--- config.mk ---
export PLATFORM = sky130hd
export DESIGN_NAME = simple_path_counter_unit
export DESIGN_NICKNAME = d
export VERILOG_FILES = /design/src/hdl/spc_pkg.sv /design/src/hdl/simple_path_counter_unit.sv /design/src/hdl/spc_adj_regs.sv /design/src/hdl/spc_walker.sv
export VERILOG_INCLUDE_DIRS = /design/src /design/src/hdl
export SDC_FILE = /design/constraint.sdc
export NUM_CORES = 1
export LEC_CHECK = 0
export BUFFER_PORTS_ARGS = -buffer_cell sky130_fd_sc_hd__buf_2
export CELL_PAD_IN_SITES_DETAIL_PLACEMENT = 1
export CELL_PAD_IN_SITES_GLOBAL_PLACEMENT = 2
export CORE_ASPECT_RATIO = 1.4
export CORE_MARGIN = 1
export CORE_UTILIZATION = 42
export CTS_CLUSTER_SIZE = 30
export DETAILED_ROUTE_END_ITERATION = 10
export PLACE_DENSITY_LB_ADDON = 0.1
export RECOVER_POWER = 100
export SETUP_SLACK_MARGIN = 0.3
export SYNTH_ARGS = -nofsm -noshare
export SYNTH_HDL_FRONTEND = slang
export SYNTH_SLANG_ARGS = --single-unit
--- constraint.sdc ---
create_clock -name clk -period 6.4 [get_ports clk]
set_input_delay 0.96 -clock clk [delete_from_list [all_inputs] [get_ports clk]]
set_output_delay 0.96 -clock clk [all_outputs]
set_load 0.005 [all_outputs]
--- src/hdl/assert_macros.svh ---
// Assertion macros shared by the RTL. Each macro uses the clk and rst_n of the module
// in which it is expanded.
`ifndef ASSERT_MACROS_SVH
`define ASSERT_MACROS_SVH

// The consequent must hold in the same cycle as the antecedent.
`define SPC_ASSERT_SAME(name, ante, cons) \
    name: assert property (@(posedge clk) disable iff (!rst_n) (ante) |-> (cons)) \
        else $error("same-cycle check failed");

// The consequent must hold in the cycle after the antecedent.
`define SPC_ASSERT_NEXT(name, ante, cons) \
    name: assert property (@(posedge clk) disable iff (!rst_n) (ante) |=> (cons)) \
        else $error("next-cycle check failed");

`endif

--- src/hdl/spc_pkg.sv ---
package spc_pkg;

    localparam int NODES  = 9;
    localparam int NODE_W = 4;
    localparam int IDX_W  = (NODES > 1) ? $clog2(NODES) : 1;
    localparam int CNT_W  = 27;

    localparam int IN_TDATA_W  = 16;
    localparam int OUT_TDATA_W = 64;

    localparam logic [NODE_W-1:0] NODES_N   = NODE_W'(NODES);
    localparam logic [NODE_W-1:0] LAST_NODE = NODE_W'(NODES - 1);

    typedef enum logic {
        CMD_LOAD = 1'b0,
        CMD_RUN  = 1'b1
    } cmd_t;

    typedef enum logic [1:0] {
        ST_IDLE,
        ST_INIT,
        ST_WALK,
        ST_DONE
    } walk_state_t;

    typedef struct packed {
        logic [NODE_W-1:0] start_node;
        logic [CNT_W-1:0]  path_count;
        logic [CNT_W-1:0]  long_count;
        logic              last;
    } spc_result_t;

endpackage

--- src/hdl/simple_path_counter_unit.sv ---
// Simple path counter for a directed graph of nine nodes. A transaction with tuser 0 loads
// one adjacency row; a row index of nine or more is ignored. A transaction with tuser 1
// starts a run that walks depth first from each start node in turn and returns one result
// per start node, with tlast on the result for the final node. The walk is done by one step
// unit that reads or pushes one entry of the path stack per cycle, and each result waits
// until the output side has taken the previous one. The input side is not ready for the
// whole run.
module simple_path_counter_unit
(
    input  logic                                clk,
    input  logic                                rst_n,
    input  logic                                s_axis_tvalid,
    output logic                                s_axis_tready,
    // Fields from bit 0: row_index[3:0], row_bits[12:4], zero fill.
    input  logic [spc_pkg::IN_TDATA_W-1:0]      s_axis_tdata,
    // Fields from bit 0: command[0].
    input  logic [0:0]                          s_axis_tuser,
    output logic                                m_axis_tvalid,
    input  logic                                m_axis_tready,
    // Fields from bit 0: start_node[3:0], path_count[30:4], long_path_count[57:31],
    // zero fill.
    output logic [spc_pkg::OUT_TDATA_W-1:0]     m_axis_tdata,
    output logic                                m_axis_tlast
);
    import spc_pkg::*;

    `include "assert_macros.svh"

    localparam int FILL_W = OUT_TDATA_W - NODE_W - 2 * CNT_W;

    logic              in_accept;
    cmd_t              command;
    logic [NODE_W-1:0] row_index;
    logic [8:0]        row_bits;
    logic              load_en;
    logic              run_go;
    logic              busy;
    logic [IDX_W-1:0]  adj_rd_idx;
    logic [NODES-1:0]  adj_rd_row;
    logic              res_valid;
    spc_result_t       result;
    logic              out_load;
    logic              m_valid_reg, m_valid_next;
    spc_result_t       m_data_reg;

    assign in_accept = s_axis_tvalid && s_axis_tready;
    assign command   = cmd_t'(s_axis_tuser[0]);
    assign row_index = s_axis_tdata[3:0];
    assign row_bits  = s_axis_tdata[12:4];
    assign load_en   = in_accept && (command == CMD_LOAD) && (row_index < NODES_N);
    assign run_go    = in_accept && (command == CMD_RUN);

    spc_adj_regs u_adj
    (
        .clk    (clk),
        .rst_n  (rst_n),
        .wr_en  (load_en),
        .wr_idx (row_index[IDX_W-1:0]),
        .wr_row (NODES'(row_bits)),
        .rd_idx (adj_rd_idx),
        .rd_row (adj_rd_row)
    );

    spc_walker u_walker
    (
        .clk        (clk),
        .rst_n      (rst_n),
        .run_go     (run_go),
        .busy       (busy),
        .adj_rd_idx (adj_rd_idx),
        .adj_rd_row (adj_rd_row),
        .res_valid  (res_valid),
        .result     (result),
        .res_ack    (out_load)
    );

    assign s_axis_tready = !busy;

    assign out_load     = res_valid && (!m_valid_reg || m_axis_tready);
    assign m_valid_next = out_load ? 1'b1 : (m_axis_tready ? 1'b0 : m_valid_reg);

    always_ff @(posedge clk or negedge rst_n)
    begin
        if (!rst_n)
        begin
            m_valid_reg <= 1'b0;
        end
        else
        begin
            m_valid_reg <= m_valid_next;
        end
    end

    always_ff @(posedge clk)
    begin
        if (out_load)
        begin
            m_data_reg <= result;
        end
    end

    assign m_axis_tvalid = m_valid_reg;
    assign m_axis_tdata  = {{FILL_W{1'b0}}, m_data_reg.long_count,
                            m_data_reg.path_count, m_data_reg.start_node};
    assign m_axis_tlast  = m_data_reg.last;

    `SPC_ASSERT_NEXT(a_run_blocks_input, run_go, !s_axis_tready)
    `SPC_ASSERT_NEXT(a_load_shows_result, out_load, m_axis_tvalid)
    `SPC_ASSERT_SAME(a_last_is_final_node, m_axis_tvalid && m_axis_tlast,
                     m_axis_tdata[NODE_W-1:0] == LAST_NODE)

endmodule

--- src/hdl/spc_adj_regs.sv ---
module spc_adj_regs
(
    input  logic                      clk,
    input  logic                      rst_n,
    input  logic                      wr_en,
    input  logic [spc_pkg::IDX_W-1:0] wr_idx,
    input  logic [spc_pkg::NODES-1:0] wr_row,
    input  logic [spc_pkg::IDX_W-1:0] rd_idx,
    output logic [spc_pkg::NODES-1:0] rd_row
);
    import spc_pkg::*;

    logic [NODES-1:0] adj_reg [NODES];

    always_ff @(posedge clk or negedge rst_n)
    begin
        if (!rst_n)
        begin
            for (int i = 0; i < NODES; i++)
            begin
                adj_reg[i] <= '0;
            end
        end
        else if (wr_en)
        begin
            adj_reg[wr_idx] <= wr_row;
        end
    end

    assign rd_row = adj_reg[rd_idx];

endmodule

--- src/hdl/spc_walker.sv ---
module spc_walker
(
    input  logic                      clk,
    input  logic                      rst_n,
    input  logic                      run_go,
    output logic                      busy,
    output logic [spc_pkg::IDX_W-1:0] adj_rd_idx,
    input  logic [spc_pkg::NODES-1:0] adj_rd_row,
    output logic                      res_valid,
    output spc_pkg::spc_result_t      result,
    input  logic                      res_ack
);
    import spc_pkg::*;

    walk_state_t       state_reg, state_next;
    logic [NODE_W-1:0] start_reg, start_next;
    logic [NODE_W-1:0] depth_reg, depth_next;
    logic [NODES-1:0]  mask_reg, mask_next;
    logic [CNT_W-1:0]  path_reg, path_next;
    logic [CNT_W-1:0]  long_reg, long_next;

    logic [NODE_W-1:0] node_stack_reg [NODES];
    logic [NODE_W-1:0] nbr_stack_reg [NODES];

    logic [NODE_W-1:0] top_d;
    logic [NODE_W-1:0] cur_node;
    logic [NODE_W-1:0] cur_nbr;
    logic              scan_end;
    logic              take_edge;
    logic [CNT_W-1:0]  path_inc;
    logic [CNT_W-1:0]  long_inc;

    assign top_d      = depth_reg - NODE_W'(1);
    assign cur_node   = node_stack_reg[top_d[IDX_W-1:0]];
    assign cur_nbr    = nbr_stack_reg[top_d[IDX_W-1:0]];
    assign adj_rd_idx = cur_node[IDX_W-1:0];
    assign scan_end   = (cur_nbr >= NODES_N);
    assign take_edge  = !scan_end && adj_rd_row[cur_nbr[IDX_W-1:0]]
                        && !mask_reg[cur_nbr[IDX_W-1:0]] && (depth_reg < NODES_N);
    assign path_inc   = path_reg + CNT_W'(1);
    assign long_inc   = long_reg + CNT_W'(1);

    always_comb
    begin
        state_next = state_reg;
        start_next = start_reg;
        depth_next = depth_reg;
        mask_next  = mask_reg;
        path_next  = path_reg;
        long_next  = long_reg;
        unique case (state_reg)
            ST_IDLE:
            begin
                if (run_go)
                begin
                    start_next = '0;
                    state_next = ST_INIT;
                end
            end
            ST_INIT:
            begin
                depth_next = NODE_W'(1);
                mask_next  = NODES'(1) << start_reg[IDX_W-1:0];
                path_next  = CNT_W'(1);
                long_next  = '0;
                state_next = ST_WALK;
            end
            ST_WALK:
            begin
                if (scan_end)
                begin
                    mask_next  = mask_reg & ~(NODES'(1) << cur_node[IDX_W-1:0]);
                    depth_next = top_d;
                    if (top_d == '0)
                    begin
                        state_next = ST_DONE;
                    end
                end
                else if (take_edge)
                begin
                    depth_next = depth_reg + NODE_W'(1);
                    mask_next  = mask_reg | (NODES'(1) << cur_nbr[IDX_W-1:0]);
                    path_next  = path_inc;
                    if (depth_reg >= NODE_W'(2))
                    begin
                        long_next = long_inc;
                    end
                end
            end
            ST_DONE:
            begin
                if (res_ack)
                begin
                    if (start_reg == LAST_NODE)
                    begin
                        start_next = '0;
                        state_next = ST_IDLE;
                    end
                    else
                    begin
                        start_next = start_reg + NODE_W'(1);
                        state_next = ST_INIT;
                    end
                end
            end
            default:
            begin
                state_next = ST_IDLE;
            end
        endcase
    end

    always_ff @(posedge clk or negedge rst_n)
    begin
        if (!rst_n)
        begin
            state_reg <= ST_IDLE;
            start_reg <= '0;
            depth_reg <= '0;
            mask_reg  <= '0;
            path_reg  <= '0;
            long_reg  <= '0;
        end
        else
        begin
            state_reg <= state_next;
            start_reg <= start_next;
            depth_reg <= depth_next;
            mask_reg  <= mask_next;
            path_reg  <= path_next;
            long_reg  <= long_next;
        end
    end

    always_ff @(posedge clk)
    begin
        if (state_reg == ST_INIT)
        begin
            node_stack_reg[0] <= start_reg;
            nbr_stack_reg[0]  <= '0;
        end
        else if ((state_reg == ST_WALK) && !scan_end)
        begin
            nbr_stack_reg[top_d[IDX_W-1:0]] <= cur_nbr + NODE_W'(1);
            if (take_edge)
            begin
                node_stack_reg[depth_reg[IDX_W-1:0]] <= cur_nbr;
                nbr_stack_reg[depth_reg[IDX_W-1:0]]  <= '0;
            end
        end
    end

    assign busy              = (state_reg != ST_IDLE);
    assign res_valid         = (state_reg == ST_DONE);
    assign result.start_node = start_reg;
    assign result.path_count = path_reg;
    assign result.long_count = long_reg;
    assign result.last       = (start_reg == LAST_NODE);

endmodule

==> results of run 1 <==
-- cell type report --
class | count | area (um2) | area share
clock buffers | 39 | 805.8 | 0.05016
clock inverters | 19 | 264.0 | 0.01643
inverters | 20 | 75.07 | 0.004673
multi-input cells | 857 | 6277 | 0.3908
flip-flops and latches | 286 | 7452 | 0.4639
well taps | 445 | 556.8 | 0.03466
repair buffers | 124 | 633.1 | 0.03941
-- synth_stat cells, types with 36 or more instances --
master | number | area (um2)
a31oi_1 | 36 | 225.2
edfxtp_1 | 95 | 2853
dfrtp_1 | 155 | 3879
mux2_2 | 92 | 1036
a21oi_1 | 72 | 360.4
clkbuf_1 | 46 | 172.7
mux2i_1 | 72 | 720.7
nor2_1 | 37 | 138.9
nand3_1 | 48 | 240.2
and3_1 | 44 | 275.3
dfxtp_1 | 36 | 720.7
nand2_1 | 118 | 442.9
-- metal layers --
metal  part of all wire  GRT usage  routed length (um)  vias to the layer above
li1                   -          -                   -                     4872
met1               0.41     0.2850               16780                     5355
met2               0.53     0.4455               21750                      150
met3              0.022    0.02360                 913                       83
met4              0.033    0.09029                1327                        0
met5                  0          0                   0                        -
-- logic make-up (layout without fill, tap and decap cells) --
logic type / after synthesis / after routing
and+or+nand+nor: 371 / 371
buffers and inverters: 110 / 202
other: 1 / 6
AOI/OAI and AO/OA: 274 / 274
DFF: 286 / 286
xor gates and xnor gates: 3 / 3
muxes: 178 / 178
adders and majority gates: 25 / 25
-- how the worst max path moves through the flow --
stage,cells past startpoint,end
final,15,u_walker.node_stack_reg[5][2]
after global routing,19,u_walker.node_stack_reg[7][3]
after CTS,16,u_walker.mask_reg[2]
after detailed placement,18,u_walker.path_reg[4]
after global placement,18,u_walker.path_reg[2]
after floorplan,21,u_walker.node_stack_reg[8][0]
-- worst max-delay path, delay by kind of cell (launching register included) --
kind | cells | cell delay (ns)
multiplexers | 2 | 1.33
AND/OR/NAND/NOR | 5 | 1.44
XOR/XNOR | 1 | 0.23
flip-flops | 1 | 0.44
buffers and inverters | 3 | 0.64
adder cells (fa/ha/maj) | 1 | 0.28
AO/OA/AOI/OAI | 3 | 1.20
-- power by group --
part | leakage (nW) | internal [mW] | switching (mW)
clock network | 0.503 | 1.14 | 0.766
registers | 3.36 | 2.23 | 0.167
logic | 3.15 | 1.24 | 2.66
==> flow_summary.toml, run 1 <==
[setup_path]
worstReg2RegStart = "u_walker.depth_reg[0]"
cp-end-kind = "register"
reg2reg_slack_ns = 0.50
worstPathArrival_ns = 6.17
worstPathRequired_ns = 6.67
reg2reg_depth = 15
path_cells = "inv_2 -> ha_1 -> xor2_1 -> buf_4 -> a2111oi_0 -> buf_4 -> or4b_1 -> o21ai_4 -> mux4_2 -> nor2b_1 -> a2111oi_0 -> nor3_4 -> and3_2 -> nand2_1 -> mux2i_1"
max_stage_delay_ns = 0.74
path_class = "reg -> reg"
r2r_end = "u_walker.node_stack_reg[5][2]"
slowest_stage = "mux2i_1"
cp_max_fo = 12
critPathLaunchType = "register"
cp-startpoint = "u_walker.depth_reg[0]"

[routing]
dr_total_vias = 10460
drtIter0Drc = 501
wl_per_cell_um = 22.77
vias_per_cell = 5.844
drtPass1Iterations = 4
ant_nets = 0
drc_errors = 0
finalWirelength_um = 40770

[worst_hold_path]
whs_endpoint = "u_walker.nbr_stack_reg[8][1]"
holdCritPathClass = "reg -> reg"
hold_start = "u_walker.nbr_stack_reg[8][1]"
whs_path_depth = 2

[cts]
numClockSinks = 286
clockBufferDepth = 3
htreeDepth = 1
cts_resized = 0
cts_setup_buffers = 0
cts_tree = "done"
clock_tree.root_cell = "clkbuf_16"
clk_latency_ns = 0.59
numCtsBuffers = 31
clk_pin_slew_ns = 0.07
cts_hold_buf = 0

[synthesis]
ys.warnings.count = 0
synth_xor_xnor_area_share = 0.001845
synth-seq-area-share = 0.5232
synth_cell_types = 83
synth_edf_count = 95
synthAdderAreaFrac = 0.02196
syn_area_um2 = 14240
async_flop_share = 0.5420
synth-simple-area-share = 0.1386
ys.flop_type = "dfrtp_1"
syn_avg_cell_area_um2 = 11.41
synthCells = 1248
synthMuxAreaShare = 0.1402
yosys_register_bits = 286
synth_top_family_by_area = "multiplexers"
synth_compound_area_frac = 0.1388

[cells_and_area]
antenna_cells = 0
largest_reg_flops = 81
post-route-cell-area_um2 = 16060
drive_above_1_share = 0.1770
instances_no_fill = 1790
final_net_count = 1366
n_fill_cell = 3651
area_delta_synth_final_pct = 12.78
mostFrequentLayoutCells = "dfrtp_1 (155), nand2_1 (118), edfxtp_1 (95), mux2_2 (91)"
layout_commonest_cell = "dfrtp_1"
final_core_util = 0.4823

[flow_run]
cap_violations = 2

[timing]
setup_viol = 0
hold_viol_final = 0
fmax_mhz = 169.5
slew_viol_final = 115
worst_pin_slew_ns = 3.826
fin_skew_ns = 0.02328
fin_tns_setup_ns = 0
fin_crit_ns = 5.900
rsz0062_at_grt = "false"
final.setup.worst_slack_ns = 0.4995
slew_headroom = -1.551
hold_ws_ns = 0.4961
fin_crit_sh = 0.9220

[power_and_ir_drop]
max-vdd-ir-drop_uv = 407.0
p_leak_nw = 7.013
powerDensity_nw_per_um2 = 511.1
power_mw = 8.210

[global_routing]
grt_usage = 0.2412
grt_pass1_wl_um = 63720
grt_max_degree = 60
antenna_found_initial = 0
overflow = 0
grt_pass1_vias = 10830

[die]
die-height_um = 219.9
rows = 79
die-area_um2 = 34660
core_um2 = 33310
start_util = 0.4276
io_pins = 88
die_w_um = 157.6

[placement]
io_buffers = 78
placed_cells = 1732
gp_congestion = 0.8043
place_area_um2 = 15150
dp_hpwl_um = 27680
pre_cts_slack_ns = 0.6653

[outcome]
violations = "max-capacitance violations, max-slew violations"
status = "finished, violations left"
(Power assumes the default switching activity.)
==> run 2, diff against run 1 <==
--- a/config.mk
+++ b/config.mk
@@ -9,7 +9,6 @@
 export BUFFER_PORTS_ARGS = -buffer_cell sky130_fd_sc_hd__buf_2
 export CELL_PAD_IN_SITES_DETAIL_PLACEMENT = 1
 export CELL_PAD_IN_SITES_GLOBAL_PLACEMENT = 2
-export CORE_ASPECT_RATIO = 1.4
 export CORE_MARGIN = 1
 export CORE_UTILIZATION = 42
 export CTS_CLUSTER_SIZE = 30
==> run 2 against run 1 <==
The run still ends with max-capacitance violations, max-slew violations left. Largest cell class unchanged. Critical path depth is the same. Total power down 1.3%. Routed wire length decreased by 5.1%. Final area down 0.13%. Critical path type unchanged.
==> flow_summary.toml, run 2 (synthesis results as in run 1) <==
[cells_and_area]
post-route-cell-area_um2 = 16040
layout_commonest_cell = "dfrtp_1"
mostFrequentLayoutCells = "dfrtp_1 (155), nand2_1 (118), edfxtp_1 (95), mux2_2 (91), a21oi_1 (73)"
n_fill_cell = 3569
antenna_cells = 0
instances_no_fill = 1790
final_core_util = 0.4796
area_delta_synth_final_pct = 12.63
final_net_count = 1363
largest_reg_flops = 81
drive_above_1_share = 0.1706

[routing]
wl_met3_um = 1225
wl_per_cell_um = 21.61
ant_nets = 0
drtIter0Drc = 588
dr_total_vias = 10400
vias_per_cell = 5.811
finalWirelength_um = 38690
route.top_layer_used = "met4"
drc_errors = 0
met1Wirelength_um = 18280
wl_met2_um = 18380
drtPass1Iterations = 5

[die]
io_pins = 88
die-area_um2 = 34650
start_util = 0.4258
die-height_um = 186.2
core_um2 = 33450
rows = 67
die_w_um = 186.2

[timing]
slew_headroom = -1.350
final.setup.worst_slack_ns = 0.4916
fmax_mhz = 169.3
slew_viol_final = 121
rsz0062_at_grt = "false"
fin_crit_sh = 0.9232
setup_viol = 0
fin_tns_setup_ns = 0
worst_pin_slew_ns = 3.524
hold_viol_final = 0
fin_skew_ns = 0.02022
fin_crit_ns = 5.908
hold_ws_ns = 0.4907

[setup_path]
worstPathArrival_ns = 6.09
cp_max_fo = 32
path_class = "reg -> reg"
cp-end-kind = "register"
critPathLaunchType = "register"
worstPathRequired_ns = 6.59

[cts]
cts_setup_buffers = 0
clockBufferDepth = 3
numCtsBuffers = 35
htreeDepth = 2
cts_resized = 0
clock_tree.root_cell = "clkbuf_16"
clk_latency_ns = 0.52
cts_hold_buf = 0
numClockSinks = 286
clk_pin_slew_ns = 0.06
cts_tree = "done"

[worst_hold_path]
holdCritPathClass = "reg -> reg"

[power_and_ir_drop]
p_seq_frac = 0.296
internal_power_mw = 4.582
p_switching_mw = 3.517
comb_power_share = 0.470
powerDensity_nw_per_um2 = 504.9
max-vdd-ir-drop_uv = 335.2
p_leak_nw = 7.026
power_mw = 8.099
p_clk_frac = 0.234
switching_share = 0.4343

[global_routing]
grt_pass1_wl_um = 60750
antenna_found_initial = 0
grt_max_degree = 61
overflow = 0
grt_pass1_vias = 10500
grt_usage = 0.2271

[placement]
gp_congestion = 0.7838
placed_cells = 1728
pre_cts_slack_ns = 0.5343
place_area_um2 = 15120
dp_hpwl_um = 25670
io_buffers = 78

[outcome]
violations = "max-capacitance violations, max-slew violations"
status = "finished, violations left"

[flow_run]
cap_violations = 3
[run 2: cell types whose count changed in the layout (fill, tap and decap cells not counted), moves of 4 or more]
cell and delta:
clkbuf_16 +6, o311ai_0 -4, o311ai_1 +4, clkinv_1 +4, buf_4 -9, bufinv_16 -5
clkbuf_8 +4
[run 2: worst paths after layout]
path	startpoint	endpoint	slack, ns	cells after the start
worst max-delay path	u_walker.depth_reg[1]	u_walker.node_stack_reg[6][0]	0.49	15
worst min-delay path	u_adj.adj_reg[78]	u_adj.adj_reg[78]	0.49	1
worst max register to register	u_walker.depth_reg[1]	u_walker.node_stack_reg[6][0]	0.49	15
worst min register to register	u_adj.adj_reg[78]	u_adj.adj_reg[78]	0.49	1
max in group asynchronous	rst_n	u_walker.long_reg[26]	2.04	2
min in group asynchronous	rst_n	u_walker.path_reg[23]	1.61	1
[run 2: layout make-up]
type                            instances  area (um2)  share of cell area
Clock buffer                           50        1015             0.06325
Tap cell                              448       560.5             0.03494
Timing Repair Buffer                  117       595.6             0.03712
Multi-Input combinational cell        857        6264              0.3904
Clock inverter                         12       81.33            0.005069
Inverter                               20       75.07            0.004679
Sequential cell                       286        7452              0.4645
[run 2: worst max-delay path, stage by stage (launching register included)]
cell and delay (ns):
dfrtp_1 0.36, inv_1 0.16, ha_1 0.68, buf_12 0.30
mux4_2 0.35, nand2_1 0.10, nand3_1 0.11, o21ai_2 0.23
clkinv_1 0.45, ha_1 0.39, or3_1 0.40, and2_0 0.32
or3_1 0.60, nor4b_2 0.33, clkbuf_2 0.40, and3_1 0.36
[run 2: per-layer routing]
| metal | global-route usage | vias to the layer above |
|---|---|---|
| met5 | 0 | - |
| met4 | 0.06098 | 0 |
| met3 | 0.02745 | 61 |
| met2 | 0.3736 | 178 |
| met1 | 0.3165 | 5288 |
| li1 | - | 4874 |
[run 2: power groups by stage]
stage / Combinational (mW) / Sequential [mW] / Clock [mW]
floorplan: 2.71 / 2.38 / 0
global placement: 3.91 / 2.40 / 0
detailed placement: 3.95 / 2.42 / 0
CTS: 3.96 / 2.39 / 1.95
global route: 4.12 / 2.43 / 2.01
finish: 3.81 / 2.40 / 1.90
==> run 3, diff against run 2 <==
--- a/config.mk
+++ b/config.mk
@@ -9,7 +9,7 @@
 export BUFFER_PORTS_ARGS = -buffer_cell sky130_fd_sc_hd__buf_2
 export CELL_PAD_IN_SITES_DETAIL_PLACEMENT = 1
 export CELL_PAD_IN_SITES_GLOBAL_PLACEMENT = 2
-export CORE_MARGIN = 1
+export CORE_MARGIN = 5
 export CORE_UTILIZATION = 42
 export CTS_CLUSTER_SIZE = 30
 export DETAILED_ROUTE_END_ITERATION = 10
==> run 3 against run 2 <==
The run still ends with max-capacitance violations, max-slew violations left. Count of clock-buffer cells in the layout fell by 9. Core utilization fell by 0.14 points. First-iteration DRC count fell by 16%. Worst setup slack improved by 0.087 ns. Via count rose by 0.24%. Global-route usage fell by 2.2 points. Highest routed layer unchanged.
==> flow_summary.toml, run 3 (synthesis results as in run 1) <==
[setup_path]
worstReg2RegStart = "u_walker.depth_reg[1]"
critPathLaunchType = "register"
r2r_end = "u_walker.node_stack_reg[6][0]"
worstPathRequired_ns = 6.65
reg2reg_slack_ns = 0.58
reg2reg_depth = 15
cp_max_fo = 32
cp-end-kind = "register"
worstPathArrival_ns = 6.07
path_class = "reg -> reg"

[outcome]
violations = "max-capacitance violations, max-slew violations"
status = "finished, violations left"

[global_routing]
grt.busiest_layer = "met2"
grt_usage = 0.2048
grt_max_degree = 96
grt_pass1_vias = 10730
met1_usage = 0.2967
overflow = 0
antenna_found_initial = 0
grt_pass1_wl_um = 63470
grtUsageMet2 = 0.3396
globalRouteMet3Util = 0.02224

[cts]
clk_latency_ns = 0.57
cts_hold_buf = 0
numCtsBuffers = 31
clk_pin_slew_ns = 0.06
clock_tree.root_cell = "clkbuf_16"
numClockSinks = 286
cts_setup_buffers = 0
htreeDepth = 1
clockBufferDepth = 3
cts_tree = "done"

[worst_hold_path]
whs_endpoint = "u_walker.nbr_stack_reg[8][1]"
holdCritPathClass = "reg -> reg"
hold_start = "u_walker.nbr_stack_reg[8][1]"
whs_path_depth = 2

[die]
core_um2 = 33530
start_util = 0.4248
die-height_um = 194.2
die_w_um = 194.2
rows = 67
io_pins = 88
die-area_um2 = 37700

[timing]
final.setup.worst_slack_ns = 0.5790
worst_pin_slew_ns = 4.607
fmax_mhz = 171.8
fin_crit_sh = 0.9095
rsz0062_at_grt = "false"
hold_viol_final = 0
fin_crit_ns = 5.821
slew_viol_final = 166
slew_headroom = -2.071
fin_tns_setup_ns = 0
fin_skew_ns = 0.01639
setup_viol = 0

[power_and_ir_drop]
max-vdd-ir-drop_uv = 340.3
power_mw = 8.127
p_leak_nw = 7.032
powerDensity_nw_per_um2 = 506.8

[cells_and_area]
antenna_cells = 0
final_net_count = 1356
n_fill_cell = 3594
mostFrequentLayoutCells = "dfrtp_1 (155), nand2_1 (118), edfxtp_1 (95), mux2_2 (91), a21oi_1 (72)"
register_area_um2 = 7452
layout_commonest_cell = "dfrtp_1"
drive_above_1_share = 0.1843
largest_reg_flops = 81
multiInputGateArea_um2 = 6281
final_core_util = 0.4782
post-route-cell-area_um2 = 16040
area_delta_synth_final_pct = 12.59

[routing]
dr_total_vias = 10430
drc_errors = 0
vias_per_cell = 5.847
wl_per_cell_um = 21.91
drtIter0Drc = 491
drtPass1Iterations = 4
ant_nets = 0
finalWirelength_um = 39070

[placement]
gp_congestion = 0.7938
io_buffers = 78
dp_hpwl_um = 25960
pre_cts_slack_ns = 0.4809
place_area_um2 = 15090

[flow_run]
cap_violations = 3
-- run 3: changes by cell type in the layout (fill, tap and decap cells not counted), moves of 4 or more --
| cell | delta |
|---|---|
| clkbuf_1 | -19 |
| buf_2 | +16 |
| clkbuf_16 | -6 |
| bufinv_16 | +4 |
| clkbuf_2 | -4 |
-- run 3: worst max-delay path by stage --
stage                           from                             to  slack, ns  cells past startpoint
4_1_cts        u_walker.depth_reg[1]          u_walker.long_reg[25]       0.42                     17
2_1_floorplan  u_walker.depth_reg[1]  u_walker.node_stack_reg[8][0]       0.94                     21
3_3_place_gp   u_walker.depth_reg[1]          u_walker.long_reg[16]       0.53                     17
6_report       u_walker.depth_reg[1]  u_walker.node_stack_reg[6][0]       0.58                     15
5_1_grt        u_walker.depth_reg[1]  u_walker.node_stack_reg[7][2]       0.17                     16
3_5_place_dp   u_walker.depth_reg[1]          u_walker.long_reg[11]       0.48                     17
-- run 3: timing repair --
| item | 4_1_cts | 5_1_grt |
|---|---|---|
| endpoints found under the setup margin | 0 | 61 |
| gates resized for setup | 0 | 6 |
| hold endpoints to repair | 0 | 0 |
-- run 3: layer usage --
| metal | vias to the layer above | part of all wire | wire length, um |
|---|---|---|---|
| met1 | 5379 | 0.47 | 18550 |
| met5 | - | 0 | 0 |
| met4 | 0 | 0.017 | 663 |
| met3 | 37 | 0.027 | 1047 |
| li1 | 4860 | - | - |
| met2 | 150 | 0.48 | 18800 |
-- run 3: power breakdown --
group	internal (mW)	total [mW]	switching, mW
registers	2.24	2.40	0.161
clock network	1.12	1.86	0.733
logic	1.22	3.87	2.66
total	4.58	8.13	3.55
-- run 3: layout make-up --
type | count | share of cell area
Sequential cell | 286 | 0.4647
Multi-Input combinational cell | 857 | 0.3917
Clock buffer | 41 | 0.05259
Timing Repair Buffer | 114 | 0.03792
Tap cell | 448 | 0.03495
Clock inverter | 17 | 0.01342
Inverter | 20 | 0.004759
-- run 3: per-stage QoR --
step | hold slack, ns | std cells
global route | 0.5185 | 1783
global placement | 0.4747 | 1725
CTS | 0.4973 | 1783
floorplan | 0.4231 | 1253
finish | 0.4933 | 1783
detailed placement | 0.4831 | 1725
-- run 3: worst max-delay path, stage by stage, from the launching register on --
cell and delay (ns):
dfrtp_1 0.34, inv_1 0.18, ha_2 0.56, buf_6 0.36, mux4_2 0.38, nand2_1 0.10, nand3_1 0.11, o21ai_2 0.26
clkinvlp_2 0.57, ha_1 0.40, or3_1 0.39, and2_0 0.32, or3_1 0.60, nor4b_2 0.32, buf_4 0.28, and3_1 0.32
